===== config.mk =====
export PLATFORM = sky130hd
export DESIGN_NAME = lrmh_cell
export DESIGN_NICKNAME = d
export VERILOG_FILES = /design/src/rtl/core/lrmh_pkg.sv /design/src/rtl/core/lrmh_cell.sv
export SDC_FILE = /design/constraint.sdc
export NUM_CORES = 1
export LEC_CHECK = 0
export BUFFER_PORTS_ARGS = -buffer_cell sky130_fd_sc_hd__buf_2
export CAP_MARGIN = 40
export CORE_MARGIN = 1
export CORE_UTILIZATION = 41
export DETAILED_ROUTE_END_ITERATION = 8
export HOLD_SLACK_MARGIN = 0.05
export PLACE_DENSITY = 0.8
export SETUP_SLACK_MARGIN = 0.15
export SYNTH_ARGS = -nofsm -noshare
export SYNTH_HDL_FRONTEND = slang
export SYNTH_SLANG_ARGS = --single-unit

===== constraint.sdc =====
create_clock -name clk -period 3.18 [get_ports clk]
set_clock_uncertainty 0.05 [all_clocks]
set_input_delay 0.636 -clock clk [delete_from_list [all_inputs] [get_ports clk]]
set_output_delay 0.636 -clock clk [all_outputs]
set_load 0.005 [all_outputs]

===== src/rtl/core/lrmh_pkg.sv =====
// ----------------------------------------------------------------------------
// lrmh_pkg
// Types and constants shared by the request priority queue.
// ----------------------------------------------------------------------------
package lrmh_pkg;

	localparam int CAPACITY = 256;
	localparam int CLK_W    = 32;
	localparam int PID_W    = 10;
	localparam int ENTRY_W  = CLK_W + PID_W;
	localparam int CNT_W    = $clog2(CAPACITY + 1);
	localparam int OCC_W    = 9;
	localparam int STAT_W   = 2;

	// clock in the upper bits, so a plain compare is lexicographic order
	typedef logic [ENTRY_W-1:0] entry_t;
	typedef logic [CNT_W-1:0]   count_t;

	localparam logic ACT_INSERT = 1'b0;
	localparam logic ACT_REMOVE = 1'b1;

	typedef enum logic [STAT_W-1:0] {
		STATUS_OK    = 2'd0,
		STATUS_FULL  = 2'd1,
		STATUS_EMPTY = 2'd2
	} status_t;

	typedef enum logic [1:0] {
		OP_NONE,
		OP_INSERT,
		OP_REMOVE
	} op_t;

	typedef struct packed {
		op_t    op;
		entry_t entry;
	} cmd_t;

	// what one cell shows its neighbours
	typedef struct packed {
		entry_t entry;
		logic   valid;
		logic   take;
	} link_t;

endpackage


===== src/rtl/core/lrmh_cell.sv =====
// ----------------------------------------------------------------------------
// lrmh_cell
// One slot of the sorted queue: holds an entry, takes a new one or shifts.
// ----------------------------------------------------------------------------
module lrmh_cell (
	input  logic             clk,
	input  logic             arst_n,
	input  lrmh_pkg::cmd_t   cmd,
	input  lrmh_pkg::link_t  left,
	input  lrmh_pkg::link_t  right,
	output lrmh_pkg::link_t  self
);

	lrmh_pkg::entry_t entry_q;
	logic             valid_q;
	logic             take;

	// an empty slot counts as larger than anything; equal entries stay ahead
	assign take = !valid_q || (cmd.entry < entry_q);

	assign self.entry = entry_q;
	assign self.valid = valid_q;
	assign self.take  = take;

	always_ff @(posedge clk or negedge arst_n) begin
		if (!arst_n) begin
			valid_q <= 1'b0;
		end else begin
			unique case (cmd.op)
				lrmh_pkg::OP_INSERT: begin
					if (take) begin
						valid_q <= left.take ? left.valid : 1'b1;
					end
				end
				lrmh_pkg::OP_REMOVE: begin
					valid_q <= right.valid;
				end
				default: begin
				end
			endcase
		end
	end

	always_ff @(posedge clk) begin
		unique case (cmd.op)
			lrmh_pkg::OP_INSERT: begin
				if (take) begin
					entry_q <= left.take ? left.entry : cmd.entry;
				end
			end
			lrmh_pkg::OP_REMOVE: begin
				entry_q <= right.entry;
			end
			default: begin
			end
		endcase
	end

endmodule


* Word level (Yosys, flattened, before mapping)
Cells that the tools add are included.
** Word-level totals
- Input bits :: 134
- Output and inout bits :: 44
- Flip-flop bits (word level) :: 43
- Word-level logic and storage cells :: 16
** Operators by class
- Muxes and demuxes :: 6
- Equal/unequal tests :: 3
- $lt $le $gt $ge :: 1
- Reduce and logical (&&, ||, !) cells :: 4
** Operators with widths (count)
- 42-bit two-way mux :: 2
- 42-bit case mux with 2 select lines :: 1
- 42-bit < comparator :: 1
- 2-bit by 1-bit == test with 1-bit output (second input constant) :: 1
- 2-bit == test (second input constant) :: 1
- 1-bit two-way mux :: 2
- 2-bit != test (second input constant) :: 1
- 1-bit case mux with 2 select lines :: 1
- 2-bit AND reduction :: 1
- 2-bit nonzero test :: 1
- 1-bit zero test :: 1
- 1-bit logical OR :: 1

* Depth between registers and ports, before layout
Gate-level depths: netlist of the first run.
- Word-level depth :: 4
- Gate-level depth with buffers :: 8
- Mapped depth without buffers :: 8

* Least setup slack after synthesis of the first run
OpenSTA, ideal clock, no wires.
- Path kind :: input -> register
- From :: input cmd[4] (netlist name)
- To :: register entry_q[0], enable pin
- Arrival :: 2928 ps
- Path buffers :: 0
- Library setup time :: 403 ps
- Slack :: -201 ps
- Stages on the path :: 7
- Data required time :: 2727 ps
- Cell sequence :: ha_1 > a21oi_2 > a211oi_2 > a2111oi_4 > a211oi_2 > o31ai_2 > a31o_1
** Between the ends
- Word-level cells in the longest chain between the ends :: 4
** RTL lines
- start: declaration :: RTL line lrmh_cell.sv:8 : input lrmh_pkg::cmd_t cmd,
- 42-bit < comparator :: RTL line lrmh_cell.sv:19 : assign take = !valid_q || (cmd.entry < entry_q);
- 1-bit logical OR :: RTL line lrmh_cell.sv:19
- net take :: RTL line lrmh_cell.sv:16 : logic take;
- 2-bit != test (no line)
- 2-bit AND reduction (no line)
- end signal: assignment :: RTL line lrmh_cell.sv:48 : entry_q <= left.take ? left.entry : cmd.entry;
- end signal: assignment :: RTL line lrmh_cell.sv:52 : entry_q <= right.entry;
- end: declaration :: RTL line lrmh_cell.sv:14 : lrmh_pkg::entry_t entry_q;
The timed path passes the listed nets, and every way through them passes these cells.
A chain may end at the register's enable or synchronous reset.

==> metrics, run 1 <==
status=completed; RSZ-0062 raised after global routing=true; CORE AREA=7727 µm²; initial cell density of the core=42.28%; Mapped Nets=512; worst-path cell chain=buf_2 -> ha_1 -> a21o_1 -> a221o_1 -> a21oi_1 -> o211ai_1 -> o31ai_2 -> buf_2; initial antenna violation count=0; static leakage=2.230 nW; Rows=32; Max Fclk=330.7 MHz; Netlist cell types=34; final period utilization=between 90% and 100%; Post-Syn Area=between 3000 and 4000 µm²; Sink Count=43; hold path cells=3; flops & latches, synth=43; Least-Margin Pin Slew=~0.59 ns; Multi-input gate area=roughly 1800 µm²; Vias/cell=4.938; fillers=a little under 700; most used cell, CP=buf_2; post-synthesis sequential area ratio=about two fifths; diodes inserted=0; max-slew violations=0; GR Util All Layers=approximately a fifth; largest net degree at the start of global routing=61; CP arrival=roughly 2.3 ns; detailed-route via count=between 3000 and 4000; DRT iter0 DRCs=60; commonest cells after routing, fill and taps aside=176 x buf_2, 54 x nand2_1, 46 x o21ai_0; CTS tree=done; die area=8329 µm²; io pins=~180; GP Congestion=approximately 0.76; CP startpoint kind=primary input; DRT Pass-1 Iters=4; crit end category=output pin; CP max stage delay=0.33 ns; slowest CP cell=a221o_1; H-Tree Depth=2; Sum Neg Setup Slack=0 ns; drt wl/cell=roughly 13 µm; total grt overflow=0; CTS buffer count=5; final setup vio count=0; layout cell share with drive strength beyond 1=between 30% and 40%; Hold Fails Final Rpt=0; first-pass GRT wire length=13200 µm; Mapped Cells=~340; FF/Latch Area=around 1300 µm²; clock latency on the worst-skew pair=around 0.29 ns; die width=about 90 µm; fin crit period=roughly 3.0 ns; Syn. warnings=0; max cap viols=0; Post-route DRC=0; drt total wl=8166 µm; Clock Pin Slew Worst Setup and Hold Paths=around 0.090 ns; slew margin rel.=about three fifths; required time of the critical path=approximately 2.5 ns; vias in the first global route=a little under 3000; CP Class=in2out; HPWL after DPL=~6700 µm; Avg Inst Size Synth=between 9 and 10 µm²; number of nets with antenna violations after routing=0; PortBufs=roughly 180; Reg2Reg Depth=10; WHS=0.5637 ns; crit path max fanout=2; Pwr Density=around 350 nW/µm²; commonest non-fill, non-tap cell in the layout=buf_2; Die Ht=between 90 and 100 µm; Layout Area Growth over Synthesis=36.23%; final net count=around 690; maximum root-to-sink buffer count=2; clock root buffer master=clkbuf_8; Worst IR Drop VDD=~180 µV; min-delay worst type=in2reg
[per-stage QoR]
| step | cells | util [%] | worst slack (ns) | area, µm² | power, mW |
|---|---|---|---|---|---|
| floorplan | 337 | - | 0.1886 | 3267 | 0.9859 |
| global placement | 603 | 55.52 | 0.1142 | 4290 | 1.183 |
| detailed placement | 603 | 55.52 | 0.06795 | 4290 | 1.206 |
| CTS | 613 | 57.38 | 0.1574 | 4434 | 1.583 |
| global route | 614 | 57.59 | 0.05853 | 4451 | 1.665 |
| finish | 614 | 57.59 | 0.1559 | 4451 | 1.563 |
[state kept, by name, summed over array words and instances, names as in the netlist]
| name | cells |
|---|---|
| valid_q | 1 |
| entry_q | 42 |
[power by group]
group	internal [mW]	switching [mW]
sequential	0.696	0.0273
clock	0.176	0.187
combinational	0.234	0.243
total	1.11	0.457
[synth_stat cells]
cell	n	share of area, %
nor2_1	4	0.46
buf_4	2	0.46
nand3_1	3	0.46
a211oi_2	2	0.77
o21a_1	1	0.23
a21oi_2	1	0.27
dfrtp_1	1	0.77
a2111oi_4	1	0.84
o21ai_0	46	7.0
nand4_1	6	1.1
nor2b_1	1	0.19
a221o_1	1	0.31
buf_2	4	0.61
a31oi_1	1	0.19
o221ai_1	2	0.54
o31ai_2	1	0.38
mux2i_1	43	13
nand2_1	54	6.2
a221oi_1	1	0.27
nor4_2	2	0.77
a21oi_1	13	2.0
edfxtp_1	42	39
ha_1	41	16
a211oi_1	1	0.23
or3_1	1	0.19
a21o_1	2	0.46
o211a_1	1	0.31
inv_1	43	4.9
a41oi_1	1	0.27
a31o_1	1	0.27
clkbuf_1	10	1.1
nand2b_1	2	0.38
o211ai_1	1	0.23
and2_0	1	0.19
[critical path: cells and delay by family]
family / cells / cell delay (ns)
fa+ha+maj: 1 / 0.31
compound gates: 5 / 1.10
buf+inv: 2 / 0.30
[final timing paths]
check | from | to | slack, ns
max | cmd[27] | self[0] | 0.16
min | right[21] | entry_q[19] | 0.56
max reg2reg | entry_q[41] | entry_q[34] | 0.45
min reg2reg | valid_q | valid_q | 0.61
max in group asynchronous | arst_n | valid_q | 2.39
min in group asynchronous | arst_n | valid_q | 0.59
[layout make-up]
cell class | instances | area share [%]
clock buffer | 7 | 1.940
sequential | 43 | 28.90
clock inverter | 1 | 0.1125
multi-input combinational | 235 | 40.40
tap | 102 | 2.868
timing repair buffer | 183 | 22.15
inverter | 43 | 3.627
[routing by layer]
layer | global-route usage (%) | vias to the layer above | part of all wire (%)
li1 | - | 1554 | -
met1 | 23.82 | 1351 | 43
met2 | 36.49 | 121 | 51
met3 | 4.355 | 6 | 5.9
met4 | 3.836 | 0 | 0.61
met5 | 0 | - | 0
[kinds of logic (layout without fill, tap and decap cells)]
kind of cell,Yosys count,after routing,synth area share [%]
compound gates,77,77,14.59
mux,43,43,13.17
fa+ha+maj,41,41,15.70
simple gates,74,74,9.996
flops,43,43,39.37
buf+inv,59,234,7.162
[timing repair]
item,4_1_cts,5_1_grt
gates resized for setup,3,1
hold endpoints to repair,0,1
hold buffers,0,1
gates cloned,0,0
pin swaps,4,0
setup buffers,2,0
endpoints found under the setup margin,1,1
(Power assumes the default switching activity.)
==> inputs of run 2 (changes only) <==
--- a/config.mk
+++ b/config.mk
@@ -5,12 +5,14 @@
 export SDC_FILE = /design/constraint.sdc
 export NUM_CORES = 1
 export LEC_CHECK = 0
+export ABC_AREA = 1
 export BUFFER_PORTS_ARGS = -buffer_cell sky130_fd_sc_hd__buf_2
 export CAP_MARGIN = 40
 export CORE_MARGIN = 1
 export CORE_UTILIZATION = 41
 export DETAILED_ROUTE_END_ITERATION = 8
 export HOLD_SLACK_MARGIN = 0.05
+export MAX_ROUTING_LAYER = met4
 export PLACE_DENSITY = 0.8
 export SETUP_SLACK_MARGIN = 0.15
 export SYNTH_ARGS = -nofsm -noshare
==> metrics, run 2 <==
Netlist cell types=25 (-26%); Setup WS post-layout=0.6026 ns (+0.4467 ns); Worst IR Drop VDD=176.2 µV (-4.0%); CP Class=in2out; max cap viols=0 (unchanged); GR Util All Layers=21.61% (+1.7 points); Pwr Density=372.5 nW/µm² (+6.1%); Synth area leader=edfxtp_1; FF/Latch Area=1286 µm² (unchanged); drt wl/cell=12.47 µm (-6.2%); Mapped Nets=607 (+19%); HPWL after DPL=6681 µm (+0.44%); final net count=774 (+13%); initial antenna violation count=0 (unchanged); total grt overflow=0 (unchanged); commonest non-fill, non-tap cell in the layout=buf_2; number of nets with antenna violations after routing=0 (unchanged); cell family with most CP delay=simple AND/OR/NAND/NOR gates; slew margin rel.=47.11% (-13 points); Area contributors post-synth=edfxtp_1 38%, nand2_1 16%, ha_1 15%, a31oi_1 7.9%, nor2_1 6.0%; ys async rst share=2.326% (unchanged); most used cell, CP=nand2_1; crit path max fanout=2 (unchanged); status=completed; die width=91.95 µm (+0.75%); detailed-route via count=3432 (+13%); setup bufs post-CTS=0 (-2); slowest CP cell=ha_1; Vias/cell=4.889 (-1.0%); Sink Count=43 (unchanged); largest net degree at the start of global routing=63 (+3.3%); CP arrival=1.89 ns (-0.45 ns); Die Ht=91.95 µm (+0.75%); CP max stage delay=0.28 ns (-0.05 ns); CTS buffer count=5 (unchanged); Post-route DRC=0 (unchanged); Layout Area Growth over Synthesis=33.04%; EDFF count, synth=42 (unchanged); flops & latches, synth=43 (unchanged); fin crit period=2.577 ns (-0.4467 ns); Avg Inst Size Synth=7.678 µm² (-21%); Post-synth top cells=137 x nand2_1, 53 x nor2_1, 51 x inv_1; layout cell share with drive strength beyond 1=33.83% (-5.6 points); maximum root-to-sink buffer count=2 (unchanged); max-slew violations=0 (unchanged); Sum Neg Setup Slack=0 ns (unchanged); Max Fclk=388.0 MHz (+17%); Least-Margin Pin Slew=0.7934 ns (+0.1985 ns); min-delay worst type=reg2reg; final setup vio count=0 (unchanged); clock latency on the worst-skew pair=0.31 ns (+0.02 ns); max reg flops=42 (unchanged); DRT iter0 DRCs=90 (+50%); io pins=178 (unchanged); crit end category=output pin; initial cell density of the core=42.70% (+0.43 points); CORE AREA=7767 µm² (+0.52%); commonest cells after routing, fill and taps aside=176 x buf_2, 136 x nand2_1, 53 x nor2_1; Post-Syn Area=3317 µm² (+1.5%); ys flop type=edfxtp_1; required time of the critical path=2.49 ns (about the same); vias in the first global route=3265 (+11%); post-synth top area share=38.02% (-0.58 points); static leakage=2.364 nW (+6.0%); Syn. warnings=0 (unchanged); Buf/Inv on CP=2 (unchanged); DRT Pass-1 Iters=5 (+1); die area=8454 µm² (+1.5%); top flop regs=entry_q: 42 flops, valid_q: 1 flops; Rows=32 (unchanged); first-pass GRT wire length=14390 µm (+9.0%); post-synthesis sequential area ratio=38.78% (-0.59 points); H-Tree Depth=2 (unchanged); CTS tree=done; Clock Pin Slew Worst Setup and Hold Paths=0.09 ns (about the same); Mapped Cells=432 (+28%); RSZ-0062 raised after global routing=false; drt total wl=8753 µm (+7.2%); setup slack at placement=0.5772 ns (+0.5092 ns); CP startpoint kind=primary input; most common cell in the netlist=nand2_1; fillers=776 (+15%); diodes inserted=0 (unchanged); final period utilization=81.05% (-14 points); clock root buffer master=clkbuf_8; Biggest register=entry_q; PortBufs=176 (unchanged); Hold Fails Final Rpt=0 (unchanged); GP Congestion=0.7698 (+0.71%); Multi-input gate area=1733 µm² (-3.6%); worst-path cell chain=buf_2 -> ha_1 -> nand2_1 -> nor2_2 -> nand2_1 -> nor2_1 -> nand2_1 -> nor2_1 -> nand2_1 -> nand3_2 -> nand2_2 -> buf_2
[run 2: cell families (layout without fill, tap and decap cells)]
family | after synthesis | after routing | synth area share, %
buffers and inverters | 76 | 244 | 9.053
AOI/OAI and AO/OA | 64 | 64 | 11.54
DFF | 43 | 43 | 38.78
and+or+nand+nor | 208 | 208 | 25.16
adders and majority gates | 41 | 41 | 15.47
[run 2: area by class of cell]
cell class                 count  area share, %
clock inverter                 2         0.7939
timing repair buffer         180          21.26
inverter                      56          4.763
multi-input combinational    313          39.27
clock buffer                   6          1.871
sequential                    43          29.15
tap                          102          2.892
[run 2: final timing paths]
kind / end / from / slack (ns) / depth (start not counted)
setup / recovery: self[0] / cmd[17] / 0.60 / 12
hold / removal: valid_q / valid_q / 0.51 / 2
setup reg to reg: entry_q[21] / entry_q[39] / 0.99 / 11
hold reg to reg: valid_q / valid_q / 0.51 / 2
max in group asynchronous: valid_q / arst_n / 2.41 / 2
min in group asynchronous: valid_q / arst_n / 0.59 / 2
[run 2: routing by layer]
layer | wire, µm | GRT usage (%)
met5 | 0 | -
met4 | 81 | 4.297
met3 | 496 | 3.566
met2 | 4357 | 38.81
met1 | 3817 | 25.47
[run 2: report_power, final]
group	internal [mW]	switching (mW)	total, mW
Combinational	0.212	0.253	0.466
Sequential	0.695	0.0262	0.721
Clock	0.254	0.202	0.457
[run 2: metrics by stage]
| step | utilization, % | power [mW] | cell area (µm²) | instances | hold WS (ns) |
|---|---|---|---|---|---|
| after global placement | 55.17 | 1.183 | 4285 | 693 | 0.3618 |
| after detailed placement | 55.17 | 1.203 | 4285 | 693 | 0.3624 |
| after global routing | 56.81 | 1.750 | 4413 | 702 | 0.5281 |
| final | 56.81 | 1.644 | 4413 | 702 | 0.5124 |
| after floorplan | - | 0.9951 | 3317 | 432 | 0.2904 |
| after CTS | 56.81 | 1.662 | 4413 | 702 | 0.5139 |
[run 2: timing repair]
action,4_1_cts,5_1_grt
hold buffers,1,0
gates resized for setup,0,0
hold endpoints to repair,1,0
[run 2: worst reg2reg max path, delay by kind of cell, from the launching register on]
family / cells / cell delay (ns)
compound gates: 3 / 0.48
flops: 1 / 0.40
simple gates: 5 / 0.36
buf+inv: 2 / 0.33
fa+ha+maj: 1 / 0.23
